**config.mk**
```make
export PLATFORM = sky130hd
export DESIGN_NAME = basic_statement_executor
export DESIGN_NICKNAME = d
export VERILOG_FILES = /design/src/sv/bse_pkg.sv /design/src/sv/bse_ram.sv /design/src/sv/bse_alu.sv /design/src/sv/basic_statement_executor.sv
export SDC_FILE = /design/constraint.sdc
export NUM_CORES = 2
export LEC_CHECK = 0
export BUFFER_PORTS_ARGS = -buffer_cell sky130_fd_sc_hd__buf_4
export CORE_ASPECT_RATIO = 0.6
export CORE_MARGIN = 2
export CORE_UTILIZATION = 55
export CTS_BUF_LIST = sky130_fd_sc_hd__clkbuf_4 sky130_fd_sc_hd__clkbuf_8
export DETAILED_ROUTE_END_ITERATION = 8
export PLACE_DENSITY = 0.7
export SETUP_SLACK_MARGIN = 0.02
export SYNTH_ARGS = -nofsm -noshare
export SYNTH_HDL_FRONTEND = slang
export SYNTH_HIERARCHICAL = 1
export SYNTH_SLANG_ARGS = --single-unit
```
**constraint.sdc**
```tcl
create_clock -name clk -period 5.51 [get_ports clk]
set_clock_uncertainty 0.1 [all_clocks]
set_input_delay 0.551 -clock clk [delete_from_list [all_inputs] [get_ports clk]]
set_output_delay 0.551 -clock clk [all_outputs]
set_load 0.01 [all_outputs]
```
**src/sv/bse_pkg.sv**
```systemverilog
// Shared types, codes and constants for the BASIC statement executor.
// Used by the top level, the shared arithmetic unit and the port checker; no dependencies.
package bse_pkg;

  localparam int NUM_VARIABLES_DEF = 26;
  localparam int DATA_W            = 32;
  localparam int IDX_W             = 5;
  localparam int TARGET_W          = 31;

  // Statement kinds.
  localparam logic [1:0] CMD_LET   = 2'd0;
  localparam logic [1:0] CMD_IF    = 2'd1;
  localparam logic [1:0] CMD_PRINT = 2'd2;

  // Assign functions.
  localparam logic [2:0] FN_COPY = 3'd0;
  localparam logic [2:0] FN_ADD  = 3'd1;
  localparam logic [2:0] FN_SUB  = 3'd2;
  localparam logic [2:0] FN_MUL  = 3'd3;
  localparam logic [2:0] FN_DIV  = 3'd4;

  // Comparison functions.
  localparam logic [2:0] CMP_EQ = 3'd0;
  localparam logic [2:0] CMP_GT = 3'd1;
  localparam logic [2:0] CMP_LT = 3'd2;
  localparam logic [2:0] CMP_NE = 3'd3;
  localparam logic [2:0] CMP_LE = 3'd4;
  localparam logic [2:0] CMP_GE = 3'd5;

  // Result kinds.
  localparam logic [1:0] KIND_NONE  = 2'd0;
  localparam logic [1:0] KIND_JUMP  = 2'd1;
  localparam logic [1:0] KIND_PRINT = 2'd2;

  typedef struct packed {
    logic        [1:0]          cmd;
    logic        [2:0]          func;
    logic        [IDX_W-1:0]    dest;
    logic                       a_is_var;
    logic        [IDX_W-1:0]    a_reg;
    logic signed [DATA_W-1:0]   a_lit;
    logic                       b_is_var;
    logic        [IDX_W-1:0]    b_reg;
    logic signed [DATA_W-1:0]   b_lit;
    logic        [TARGET_W-1:0] target;
    logic                       newline;
  } bse_in_t;

  typedef struct packed {
    logic        [1:0]          kind;
    logic signed [DATA_W-1:0]   value;
    logic        [TARGET_W-1:0] jump_to;
    logic                       line_break;
    logic                       div_error;
  } bse_out_t;

  typedef enum logic [1:0] {
    ALU_ADD,
    ALU_SUB,
    ALU_MUL,
    ALU_DIV
  } alu_op_t;

  typedef struct packed {
    logic              start;
    alu_op_t           op;
    logic [DATA_W-1:0] a;
    logic [DATA_W-1:0] b;
  } alu_req_t;

  typedef struct packed {
    logic              done;
    logic [DATA_W-1:0] value;
    logic              neg;
    logic              zero;
  } alu_rsp_t;

  typedef enum logic [2:0] {
    AU_IDLE,
    AU_ADDSUB,
    AU_NEG_A,
    AU_NEG_B,
    AU_MUL,
    AU_DIV,
    AU_NEG_Q,
    AU_DONE
  } alu_state_t;

  typedef enum logic [2:0] {
    ST_IDLE,
    ST_RD_A,
    ST_RD_B,
    ST_DECIDE,
    ST_WAIT_ALU,
    ST_FINISH
  } exec_state_t;

endpackage

```
**src/sv/bse_ram.sv**
```systemverilog
// Generic single-write, single-read RAM with a registered read port.
// No dependencies.
module bse_ram #(
  parameter int  WIDTH = 32,
  parameter int  DEPTH = 26,
  localparam int AW    = (DEPTH > 1) ? $clog2(DEPTH) : 1
) (
  input  logic             clk,
  input  logic             we,
  input  logic [AW-1:0]    waddr,
  input  logic [WIDTH-1:0] wdata,
  input  logic [AW-1:0]    raddr,
  output logic [WIDTH-1:0] rdata
);

  logic [WIDTH-1:0] mem [DEPTH];

  always_ff @(posedge clk) begin
    if (we) begin
      mem[waddr] <= wdata;
    end
    rdata <= mem[raddr];
  end

endmodule

```
**src/sv/bse_alu.sv**
```systemverilog
// Shared iterative arithmetic unit: add, subtract/compare, shift-add multiply and
// restoring divide, all on one 34-bit adder. Depends on bse_pkg.
module bse_alu import bse_pkg::*; (
  input  logic     clk,
  input  logic     rst_n,
  input  alu_req_t req,
  output alu_rsp_t rsp
);

  alu_state_t        st_r, st_nxt;
  alu_op_t           op_r;
  logic [DATA_W-1:0] x_r, y_r, z_r;
  logic [4:0]        cnt_r;
  logic              sign_r, neg_r, zero_r;

  logic [DATA_W:0]   add_x, add_y;
  logic              add_sub;
  logic [DATA_W+1:0] add_res;
  logic              last_step;

  assign last_step = (cnt_r == 5'd31);
  assign add_res   = {1'b0, add_x} + {1'b0, (add_sub ? ~add_y : add_y)} +
                     (DATA_W+2)'(add_sub);

  always_comb begin
    st_nxt = st_r;
    case (st_r)
      AU_IDLE: begin
        if (req.start) begin
          case (req.op)
            ALU_MUL: st_nxt = AU_MUL;
            ALU_DIV: st_nxt = AU_NEG_A;
            default: st_nxt = AU_ADDSUB;
          endcase
        end
      end
      AU_ADDSUB: st_nxt = AU_DONE;
      AU_NEG_A:  st_nxt = AU_NEG_B;
      AU_NEG_B:  st_nxt = AU_DIV;
      AU_MUL: begin
        if (last_step) st_nxt = AU_DONE;
      end
      AU_DIV: begin
        if (last_step) st_nxt = AU_NEG_Q;
      end
      AU_NEG_Q:  st_nxt = AU_DONE;
      AU_DONE:   st_nxt = AU_IDLE;
      default:   st_nxt = AU_IDLE;
    endcase
  end

  // Adder operand selection for each step.
  always_comb begin
    add_x   = '0;
    add_y   = '0;
    add_sub = 1'b0;
    case (st_r)
      AU_ADDSUB: begin
        add_x   = {x_r[DATA_W-1], x_r};
        add_y   = {y_r[DATA_W-1], y_r};
        add_sub = (op_r != ALU_ADD);
      end
      AU_NEG_A: begin
        add_y   = {1'b0, x_r};
        add_sub = 1'b1;
      end
      AU_NEG_B: begin
        add_y   = {1'b0, y_r};
        add_sub = 1'b1;
      end
      AU_MUL: begin
        add_x = {1'b0, x_r};
        add_y = {1'b0, y_r};
      end
      AU_DIV: begin
        add_x   = {x_r, z_r[DATA_W-1]};
        add_y   = {1'b0, y_r};
        add_sub = 1'b1;
      end
      AU_NEG_Q: begin
        add_y   = {1'b0, z_r};
        add_sub = 1'b1;
      end
      default: ;
    endcase
  end

  assign rsp.done  = (st_r == AU_DONE);
  assign rsp.value = x_r;
  assign rsp.neg   = neg_r;
  assign rsp.zero  = zero_r;

  always_ff @(posedge clk) begin
    if (!rst_n) begin
      st_r <= AU_IDLE;
    end else begin
      st_r <= st_nxt;
    end
  end

  always_ff @(posedge clk) begin
    case (st_r)
      AU_IDLE: begin
        if (req.start) begin
          op_r   <= req.op;
          sign_r <= req.a[DATA_W-1] ^ req.b[DATA_W-1];
          cnt_r  <= '0;
          if (req.op == ALU_MUL) begin
            x_r <= '0;
            y_r <= req.a;
            z_r <= req.b;
          end else begin
            x_r <= req.a;
            y_r <= req.b;
            z_r <= '0;
          end
        end
      end
      AU_ADDSUB: begin
        x_r    <= add_res[DATA_W-1:0];
        neg_r  <= add_res[DATA_W];
        zero_r <= (add_res[DATA_W:0] == '0);
      end
      AU_NEG_A: begin
        if (x_r[DATA_W-1]) x_r <= add_res[DATA_W-1:0];
      end
      AU_NEG_B: begin
        if (y_r[DATA_W-1]) y_r <= add_res[DATA_W-1:0];
        z_r   <= x_r;
        x_r   <= '0;
        cnt_r <= '0;
      end
      AU_MUL: begin
        if (z_r[0]) x_r <= add_res[DATA_W-1:0];
        y_r   <= {y_r[DATA_W-2:0], 1'b0};
        z_r   <= {1'b0, z_r[DATA_W-1:1]};
        cnt_r <= cnt_r + 5'd1;
      end
      AU_DIV: begin
        // The top adder bit is set when the trial subtraction does not borrow.
        if (add_res[DATA_W+1]) begin
          x_r <= add_res[DATA_W-1:0];
          z_r <= {z_r[DATA_W-2:0], 1'b1};
        end else begin
          x_r <= {x_r[DATA_W-2:0], z_r[DATA_W-1]};
          z_r <= {z_r[DATA_W-2:0], 1'b0};
        end
        cnt_r <= cnt_r + 5'd1;
      end
      AU_NEG_Q: begin
        x_r <= sign_r ? add_res[DATA_W-1:0] : z_r;
      end
      default: ;
    endcase
  end

endmodule

```
**src/sv/basic_statement_executor.sv**
```systemverilog
// BASIC statement executor, top level. Depends on bse_pkg, bse_ram (variable store)
// and bse_alu (shared arithmetic unit).
//
// The block runs one pre-decoded BASIC statement per input item against a store of
// NUM_VARIABLES signed 32-bit variables, which read as zero after reset. Each item
// produces exactly one result item: a jump target when an IF test holds, a value and
// line-break flag for PRINT, and otherwise an empty result that carries the
// division-by-zero flag. The block works on one item at a time and drops in_ready
// from acceptance until the result has been handed to the output register. A copy,
// PRINT, divide by zero, unknown statement or unknown comparison bypasses the shared
// unit; an add, subtract or IF uses it for a single adder step. A multiply or divide
// runs on the shared adder, which retires one multiplier or quotient bit per cycle
// over 32 steps, plus the operand and quotient sign steps of a divide. The two
// operands are read from the single read port of the variable store in consecutive
// cycles. The output register lets a finished result wait for out_ready while the
// block goes back to accepting the next item.
module basic_statement_executor import bse_pkg::*; #(
  parameter int NUM_VARIABLES = NUM_VARIABLES_DEF
) (
  input  logic     clk,
  input  logic     rst_n,
  input  logic     in_valid,
  output logic     in_ready,
  input  bse_in_t  in_data,
  output logic     out_valid,
  input  logic     out_ready,
  output bse_out_t out_data
);

  localparam int AW = (NUM_VARIABLES > 1) ? $clog2(NUM_VARIABLES) : 1;

  // Maps a variable index field onto a store address.
  function automatic logic [AW-1:0] idx_addr(input logic [IDX_W-1:0] idx);
    logic [AW+IDX_W-1:0] ext;
    ext = {{AW{1'b0}}, idx};
    return ext[AW-1:0];
  endfunction

  // True when the index names a variable that exists.
  function automatic logic idx_ok(input logic [IDX_W-1:0] idx);
    return (int'(idx) < NUM_VARIABLES);
  endfunction

  exec_state_t        st_r, st_nxt;
  bse_in_t            item_r;
  logic [DATA_W-1:0]  a_r, b_r;
  bse_out_t           res_r, res_nxt;
  bse_out_t           out_r;
  logic               out_valid_r, out_valid_nxt;
  logic               out_load;
  logic [NUM_VARIABLES-1:0] vld_r;

  logic               ram_we;
  logic [AW-1:0]      ram_waddr, ram_raddr;
  logic [DATA_W-1:0]  ram_wdata, ram_rdata;

  logic [AW-1:0]      a_addr, b_addr;
  logic [DATA_W-1:0]  a_opnd, b_opnd;
  logic               dest_ok;

  logic               need_alu;
  alu_op_t            alu_op;
  alu_req_t           alu_req;
  alu_rsp_t           alu_rsp;
  logic               hold;

  // Variable store. Entries that were never written read as zero through vld_r.
  bse_ram #(
    .WIDTH (DATA_W),
    .DEPTH (NUM_VARIABLES)
  ) u_vars (
    .clk   (clk),
    .we    (ram_we),
    .waddr (ram_waddr),
    .wdata (ram_wdata),
    .raddr (ram_raddr),
    .rdata (ram_rdata)
  );

  bse_alu u_alu (
    .clk   (clk),
    .rst_n (rst_n),
    .req   (alu_req),
    .rsp   (alu_rsp)
  );

  assign a_addr  = idx_addr(item_r.a_reg);
  assign b_addr  = idx_addr(item_r.b_reg);
  assign dest_ok = idx_ok(item_r.dest);

  // The first operand address goes to the store as the item is accepted; the
  // second one goes out in ST_RD_A, while the first read data is captured.
  assign ram_raddr = (st_r == ST_IDLE) ? idx_addr(in_data.a_reg) : b_addr;

  // A variable operand that is out of range or never written reads as zero.
  always_comb begin
    if (!item_r.a_is_var) begin
      a_opnd = item_r.a_lit;
    end else if (idx_ok(item_r.a_reg) && vld_r[a_addr]) begin
      a_opnd = ram_rdata;
    end else begin
      a_opnd = '0;
    end
    if (!item_r.b_is_var) begin
      b_opnd = item_r.b_lit;
    end else if (idx_ok(item_r.b_reg) && vld_r[b_addr]) begin
      b_opnd = ram_rdata;
    end else begin
      b_opnd = '0;
    end
  end

  // Decides which statements go through the shared unit. A compare is a
  // subtraction whose sign and zero flags pick the outcome. A divide by zero
  // never starts the unit.
  always_comb begin
    need_alu = 1'b0;
    alu_op   = ALU_SUB;
    case (item_r.cmd)
      CMD_LET: begin
        case (item_r.func)
          FN_ADD: begin
            need_alu = 1'b1;
            alu_op   = ALU_ADD;
          end
          FN_SUB: begin
            need_alu = 1'b1;
            alu_op   = ALU_SUB;
          end
          FN_MUL: begin
            need_alu = 1'b1;
            alu_op   = ALU_MUL;
          end
          FN_DIV: begin
            need_alu = (b_r != '0);
            alu_op   = ALU_DIV;
          end
          default: ;
        endcase
      end
      CMD_IF: begin
        need_alu = (item_r.func inside {[CMP_EQ:CMP_GE]});
        alu_op   = ALU_SUB;
      end
      default: ;
    endcase
  end

  // Outcome of an IF test from the flags of a minus b.
  always_comb begin
    case (item_r.func)
      CMP_EQ:  hold = alu_rsp.zero;
      CMP_GT:  hold = !alu_rsp.neg && !alu_rsp.zero;
      CMP_LT:  hold = alu_rsp.neg;
      CMP_NE:  hold = !alu_rsp.zero;
      CMP_LE:  hold = alu_rsp.neg || alu_rsp.zero;
      CMP_GE:  hold = !alu_rsp.neg;
      default: hold = 1'b0;
    endcase
  end

  assign out_load = (st_r == ST_FINISH) && (!out_valid_r || out_ready);

  // Next state.
  always_comb begin
    st_nxt = st_r;
    case (st_r)
      ST_IDLE: begin
        if (in_valid) st_nxt = ST_RD_A;
      end
      ST_RD_A:   st_nxt = ST_RD_B;
      ST_RD_B:   st_nxt = ST_DECIDE;
      ST_DECIDE: st_nxt = need_alu ? ST_WAIT_ALU : ST_FINISH;
      ST_WAIT_ALU: begin
        if (alu_rsp.done) st_nxt = ST_FINISH;
      end
      ST_FINISH: begin
        if (out_load) st_nxt = ST_IDLE;
      end
      default:   st_nxt = ST_IDLE;
    endcase
  end

  // Outputs of the sequencer: store writes, unit start and the staged result.
  always_comb begin
    in_ready      = (st_r == ST_IDLE);
    ram_we        = 1'b0;
    ram_waddr     = idx_addr(item_r.dest);
    ram_wdata     = a_r;
    res_nxt       = res_r;
    alu_req.start = 1'b0;
    alu_req.op    = alu_op;
    alu_req.a     = a_r;
    alu_req.b     = b_r;
    case (st_r)
      ST_DECIDE: begin
        res_nxt       = '0;
        alu_req.start = need_alu;
        case (item_r.cmd)
          CMD_LET: begin
            if (item_r.func == FN_COPY) begin
              ram_we = dest_ok;
            end else if (item_r.func == FN_DIV && b_r == '0) begin
              res_nxt.div_error = 1'b1;
            end
          end
          CMD_PRINT: begin
            res_nxt.kind       = KIND_PRINT;
            res_nxt.value      = a_r;
            res_nxt.line_break = item_r.newline;
          end
          default: ;
        endcase
      end
      ST_WAIT_ALU: begin
        if (alu_rsp.done) begin
          res_nxt = '0;
          if (item_r.cmd == CMD_LET) begin
            ram_we    = dest_ok;
            ram_wdata = alu_rsp.value;
          end else if (hold) begin
            res_nxt.kind    = KIND_JUMP;
            res_nxt.jump_to = item_r.target;
          end
        end
      end
      default: ;
    endcase
  end

  always_comb begin
    if (out_load) begin
      out_valid_nxt = 1'b1;
    end else if (out_ready) begin
      out_valid_nxt = 1'b0;
    end else begin
      out_valid_nxt = out_valid_r;
    end
  end

  always_ff @(posedge clk) begin
    if (!rst_n) begin
      st_r        <= ST_IDLE;
      out_valid_r <= 1'b0;
      vld_r       <= '0;
    end else begin
      st_r        <= st_nxt;
      out_valid_r <= out_valid_nxt;
      if (ram_we) vld_r[ram_waddr] <= 1'b1;
    end
  end

  always_ff @(posedge clk) begin
    if (st_r == ST_IDLE && in_valid) item_r <= in_data;
    if (st_r == ST_RD_A) a_r <= a_opnd;
    if (st_r == ST_RD_B) b_r <= b_opnd;
    res_r <= res_nxt;
    if (out_load) out_r <= res_r;
  end

  assign out_valid = out_valid_r;
  assign out_data  = out_r;

endmodule

```
* After elaboration in Yosys (flattened, before gate mapping)
Memories as Yosys holds them, arrays and structs flattened. A register that Yosys moved wholly into a read port is not among the register bits.
Index checks and enable logic that the tools add are counted.
** Operators by class
- Reduce and logical (&&, ||, !) cells :: 42
- Eq/ne operators :: 31
- $add $sub $neg :: 3
- Bitwise logic cells :: 3
- Multiplexer cells :: 71
- Magnitude comparators :: 9
** Operators by type and width (number)
- $mux W32 :: 18
- $pmux W32 S7 :: 1
- $pmux W67 S2 :: 1
- $pmux W33 S4 :: 1
- $pmux W32 S4 :: 1
- $pmux W33 S3 :: 1
- $pmux W32 S3 :: 1
- $mux W67 :: 1
- $mux W31 :: 2
- $add A33 B33 Y34 :: 1
- $add A34 B1 Y34 :: 1
- $mux W34 :: 1
- $logic_not A33 Y1 :: 1
- $mux W33 :: 1
- $not A33 Y33 :: 1
- $logic_not A32 Y1 :: 1
- $reduce_bool A32 Y1 :: 1
- $or A26 B26 Y26 :: 1
- $eq A3 B3 Y1 const B :: 8
- $pmux W3 S7 :: 1
- $mux W1 :: 20
- $eq A3 B2 Y1 const B :: 6
- $lt A5 B6 Y1 const B :: 3
- $mux W3 :: 6
- 37 further kinds :: 79
** Word-level totals
- Output and inout port bits :: 69
- Register bits after elaboration :: 455
- RAM bits :: 832
- Word-level logic and storage cells :: 197
- Input port bits :: 122
- Memories :: 1
** Memory list
- u_vars.mem :: depth 26, bits a word 32, rd ports 1, clocked after Yosys merged registers in 1, write ports 1, RTL line bse_ram.sv:16 : logic [WIDTH-1:0] mem [DEPTH];

* Longest topological paths before layout
- Depth in word-level cells :: 9
- Gate-level depth with buffers :: 22
- Depth with buffers taken out :: 16

* Modules after synthesis
The synthesis kept the hierarchy.
** By module, submodules not included
- bse_ram :: cells each 1540, sequential area each 25624.6 um^2, area each 32856.5 um^2, times used 1
- basic_statement_executor :: cells each 799, sequential area each 10089.7 um^2, area each 13208.9 um^2, times used 1
- bse_alu :: cells each 1118, sequential area each 3243.1 um^2, area each 9855.7 um^2, times used 1

* Worst setup path after synthesis
No wires, ideal clock.
- Path kind :: reg-to-reg
- From :: reg u_alu.st_r[2]
- To :: reg u_alu.zero_r (data pin)
- Required time :: 5278 ps
- Arrival time :: 4414 ps
- Setup time :: 132 ps
- Path buffers :: 3
- Slack :: 864 ps
- Stages on the path, launching flop included :: 19
- Period minus slack after synthesis :: 4646 ps
- Cell sequence :: dfxtp_1 > buf_6 > clkbuf_1 > clkbuf_1 > mux2i_1 > nor2_1 > a21oi_1 > xor2_1 > ha_1 > a21o_1 > nor3b_1 > a211o_1 > nor4_1 > nor2_1 > xor2_1 > or4_4 > a2111oi_2 > nand4b_1 > and3b_1
** Between the ends
- Cells in the longest elaborated chain, start to end :: 8
- Elaborated cells between the ends (all ways) :: 16
- Classes of those cells :: add/sub: 2; eq/ne: 6; mux: 4; bitwise: 1; reduce/logical: 3
** RTL lines
- from (decl) :: RTL line bse_alu.sv:10 : alu_state_t st_r, st_nxt;
- from (signal assigned) :: RTL line bse_alu.sv:97 : st_r <= st_nxt;
- $eq A3 B2 Y1 / $eq A3 B3 Y1 (equally long branches) :: RTL line bse_alu.sv:57 : case (st_r)
- $reduce_or A3 Y1 (no source line)
- $pmux W33 S4 :: RTL line bse_alu.sv:57
- $not A33 Y33 :: RTL line bse_alu.sv:22 : assign add_res = {1'b0, add_x} + {1'b0, (add_sub ? ~add_y : add_y)} +
- $mux W33 :: RTL line bse_alu.sv:22
- $add A33 B33 Y34 :: RTL line bse_alu.sv:22
- $add A34 B1 Y34 * :: RTL line bse_alu.sv:22
- $logic_not A33 Y1 * :: RTL line bse_alu.sv:122 : zero_r <= (add_res[DATA_W:0] == '0);
- to (signal assigned) :: RTL line bse_alu.sv:122
- to (decl) :: RTL line bse_alu.sv:14 : logic sign_r, neg_r, zero_r;
Every way passes the cells marked *; elsewhere a longest branch is shown, timed or not.
A chain may end at the register's enable or synchronous reset.

* Final worst setup path
- From :: reg u_alu.st_r[2]
- To :: reg u_alu.x_r[24] (data pin)
** Between the ends
- Cells in the longest elaborated chain, start to end :: 9
- Elaborated cells between the ends (all ways) :: 21
- Classes of those cells :: add/sub: 2; eq/ne: 6; mux: 9; bitwise: 1; reduce/logical: 3
** RTL lines
- $eq A3 B2 Y1 / $eq A3 B3 Y1 (equally long branches) :: RTL line bse_alu.sv:57, bse_alu.sv:102
- $reduce_or A3 Y1 (no source line)
- $pmux W33 S4 :: RTL line bse_alu.sv:57
- $not A33 Y33 :: RTL line bse_alu.sv:22
- $mux W33 :: RTL line bse_alu.sv:22
- $add A33 B33 Y34 :: RTL line bse_alu.sv:22
- $add A34 B1 Y34 :: RTL line bse_alu.sv:22
- $mux W32, on equally long branches
- $pmux W32 S7 * :: RTL line bse_alu.sv:102 : case (st_r)
- to (signal assigned) :: RTL line bse_alu.sv:113 : x_r <= req.a;
- to (signal assigned) :: RTL line bse_alu.sv:120 : x_r <= add_res[DATA_W-1:0];
- to (signal assigned) :: RTL line bse_alu.sv:151 : x_r <= sign_r ? add_res[DATA_W-1:0] : z_r;
- to (decl) :: RTL line bse_alu.sv:12 : logic [DATA_W-1:0] x_r, y_r, z_r;
Every way passes the cells marked *; elsewhere a longest branch is shown, timed or not. The select of a mux whose other input is x is not followed.

==> results.txt <==
Status -> complete, no violations
Final Critical Period -> 5.27 ns
Critical path's top delay family -> compound AO/OA/AOI/OAI gates
Max layer used -> met4
Synth cell types -> 93
Nets@finish -> 4,019
F_max -> 190 MHz
Fin cells -> 5,347
DRT met1 WL -> 69,400 um
Worst-Margin Slew -> 1.30 ns
Synth Instances -> 3,457
CP peak stage delay -> 0.70 ns
TritonCTS Buffers -> 179
PortBufs -> 190
Longest Clk Path Bufs -> 3
Post-route ant nets -> 0
Crit path max-delay cell type -> a2111oi_4
# IOs -> 191
Clock Tree Root -> clkbuf_8
Layout cells sized above 1 -> 23.0%
DIE AREA -> 104,000 um2
Share of the yosys chip area belonging to registers -> 69.7%
Net count after synthesis -> 3,614
Placed insts -> 4,893
Chip height -> 251 um
TritonCTS clock tree -> done
Primary FF master, synth -> edfxtp_1
Die width -> 416 um
GP Congestion -> 0.985
CP Max Fanout -> 22
DR DRC count -> 0
Total count of hold-check failures in the final report -> 0
GRT overflow -> 0
Met3 WL post-DR -> 21,800 um
Clk slew on worst S/H paths -> 0.08 ns
Worst reg2reg path depth -> 17
Critical Setup Path Class -> reg -> reg
Max_slew headroom -> 13.0%
Pin count of the biggest net entering global routing -> 98
Commonest non-fill, non-tap cell in the layout -> edfxtp_1
Vias -> 34,582
Pwr Total -> 30,800 uW
Detailed placement HPWL -> 101,000 um
VDD IR max -> 0.309 mV
Slew Limit Fails -> 0
Setup Fix Bufs, Post-CTS -> 0
Reg area -> 39,000 um2
Starting Density -> 55.5%
Avg Inst Size Synth -> 16.2 um2
Cell area after synthesis -> 55,900 um2
DRT Pass-1 Iters -> 7
RSZ-0062 raised after global routing -> false
Buf/Inv on CP -> 2
Initial antenna violation count -> 4
Worst skew pair latency -> 0.92 ns
Vias in the first global route -> 32,806
Area Overhead vs Synth -> 15.0%
Final setup violation count -> 0
Startpoint Class -> flop
DR vias/cell -> 6.47
CORE AREA -> 101,000 um2
Number of DRC markers in iteration 0 -> 5,279
Max-Cap Viols -> 0
Crit. End Element -> flop
Ys Warns -> 6
Most frequent cells in the layout -> edfxtp_1 (1,254), buf_4 (297), nand2_1 (216), mux2i_1 (212), clkbuf_8 (192)
Final WL -> 156,000 um
Final Cycle Share -> 95.7%
Worst path depth -> 17
CTS HTree Levels -> 4
Pwr per Cell Area -> 479 nW/um2
Number of fill cells in the layout -> 7,185
Cell row count -> 90
Hold Crit Class -> in -> reg
Flop2flop setup slack -> 0.24 ns
Drt wl/cell -> 29.2 um
Arrival time worst endpoint -> 5.77 ns
Routed met2 length -> 61,900 um
Leakage power -> 0.0222 uW
Synthesis-stage register bit count -> 1,319
CTS sink count -> 1,319
Critical-path cell list -> buf_4, mux2i_1, a211oi_1, a21bo_2, nand2_2, fa_1, a21o_4, nand4_4, a2111oi_4, o31a_2, nor3_1, nor3_1, xor2_1, buf_4, mux2_2, a222oi_1, o21ai_1
Req. time, crit path -> 6.01 ns
Hold depth -> 2
Multi-input gate area -> 15,900 um2
Post-synth EDFFs -> 1,254
Total track usage -> 30.1%
Async set or reset register ratio after synthesis -> 0%
First-pass GRT wire length -> 227,000 um
## cell families after synthesis
family                   synth area share (%)
flip-flops                               69.7
adder cells (fa/ha/maj)                 0.797
multiplexers                             11.8
AO/OA/AOI/OAI                            8.96
buffers and inverters                    2.50
AND/OR/NAND/NOR                          5.23
XOR/XNOR                                 1.00
## per-layer routing
metal	vias up	global-route usage (%)
met4	0	7.93
met2	2258	38.8
met1	17556	49.2
met3	223	8.85
li1	14545	-
met5	-	0
## where the power goes
part           total [uW]  switching [uW]  leakage (uW)  internal (uW)
combinational       10200            6390       0.00829           3800
sequential          13100             965        0.0120          12200
clock                7520            3730       0.00187           3790
## through the flow
stage	util [%]	area (um2)	TNS, ns	hold WS, ns	setup WS [ns]
2_1_floorplan	-	55900	0	0.300	0.864
3_3_place_gp	59.1	59500	-0.240	0.300	-0.240
3_5_place_dp	59.1	59500	-0.247	0.305	-0.247
4_1_cts	63.9	64300	0	0.177	0.301
5_1_grt	63.9	64300	0	0.221	0.125
6_report	63.9	64300	0	0.263	0.238
## worst register-to-register path: cells and delay by family, from the launching register on
family	cells	cell delay, ns
flops	1	0.57
simple gates	4	0.60
compound gates	7	2.24
xor+xnor	1	0.18
mux	2	0.40
fa+ha+maj	1	0.22
buf+inv	2	0.66
## final timing paths
kind                                   start                      end
hold / removal                   in_data[58]     item_r[58]$_DFFE_PP_
setup reg to reg  u_alu/st_r[2]$_SDFFE_PN0P_  u_alu/x_r[24]$_DFFE_PP_
setup / recovery  u_alu/st_r[2]$_SDFFE_PN0P_  u_alu/x_r[24]$_DFFE_PP_
hold reg to reg      res_r[56]$_SDFFCE_PP0P_   out_data[56]$_DFFE_PP_
## registers in the layout, indices dropped and copies added, names as in the netlist
register / count
a_addr: 5
a_r: 32
b_addr: 5
b_r: 32
item_r: 103
out_data: 67
out_valid: 1
ram_waddr: 5
res_r: 67
st_r: 3
u_alu/cnt_r: 5
u_alu/neg_r: 1
u_alu/op_r: 2
u_alu/sign_r: 1
u_alu/st_r: 3
u_alu/x_r: 32
u_alu/y_r: 32
u_alu/z_r: 32
u_alu/zero_r: 1
u_vars/mem: 832
u_vars/rdata: 32
vld_r: 26
## synth_stat cells (16+ instances only)
cell	count	share of area, %
edfxtp_1	1254	67
nand2_1	217	1.5
mux2i_1	212	3.8
nor2_1	140	0.94
a21oi_1	138	1.2
clkbuf_1	123	0.83
mux2_2	113	2.3
mux4_2	105	4.2
a22o_1	98	1.5
inv_1	92	0.62
o21ai_0	84	0.75
and2_1	81	0.91
dfxtp_1	65	2.3
a22oi_1	51	0.68
a221o_1	45	0.81
xor2_1	41	0.64
buf_2	39	0.35
ha_1	34	0.76
mux4_1	32	1.5
o311ai_1	32	0.50
o32ai_1	32	0.50
o21a_1	30	0.40
buf_4	24	0.32
nor3_1	24	0.21
xnor2_1	23	0.36
o21ai_1	20	0.18
nor4_1	19	0.21
o211ai_2	19	0.43
o211ai_1	17	0.23
a222oi_1	16	0.29
## area by class of cell
| type | instances | area share (%) |
|---|---|---|
| Tap cell | 1334 | 2.59 |
| Inverter | 92 | 0.537 |
| Timing Repair Buffer | 439 | 5.99 |
| Multi-Input combinational cell | 1831 | 24.8 |
| Antenna cell | 4 | 0.0156 |
| Sequential cell | 1319 | 60.6 |
| Clock buffer | 254 | 4.83 |
| Clock inverter | 74 | 0.710 |
## repair_timing
action / CTS / global route
hold buffers: 122 / 0
hold endpoints to repair: 151 / 0
resized for setup: 2 / 2
setup endpoints to repair: 1 / 1
No activity file was read; power rests on OpenSTA's default activity.
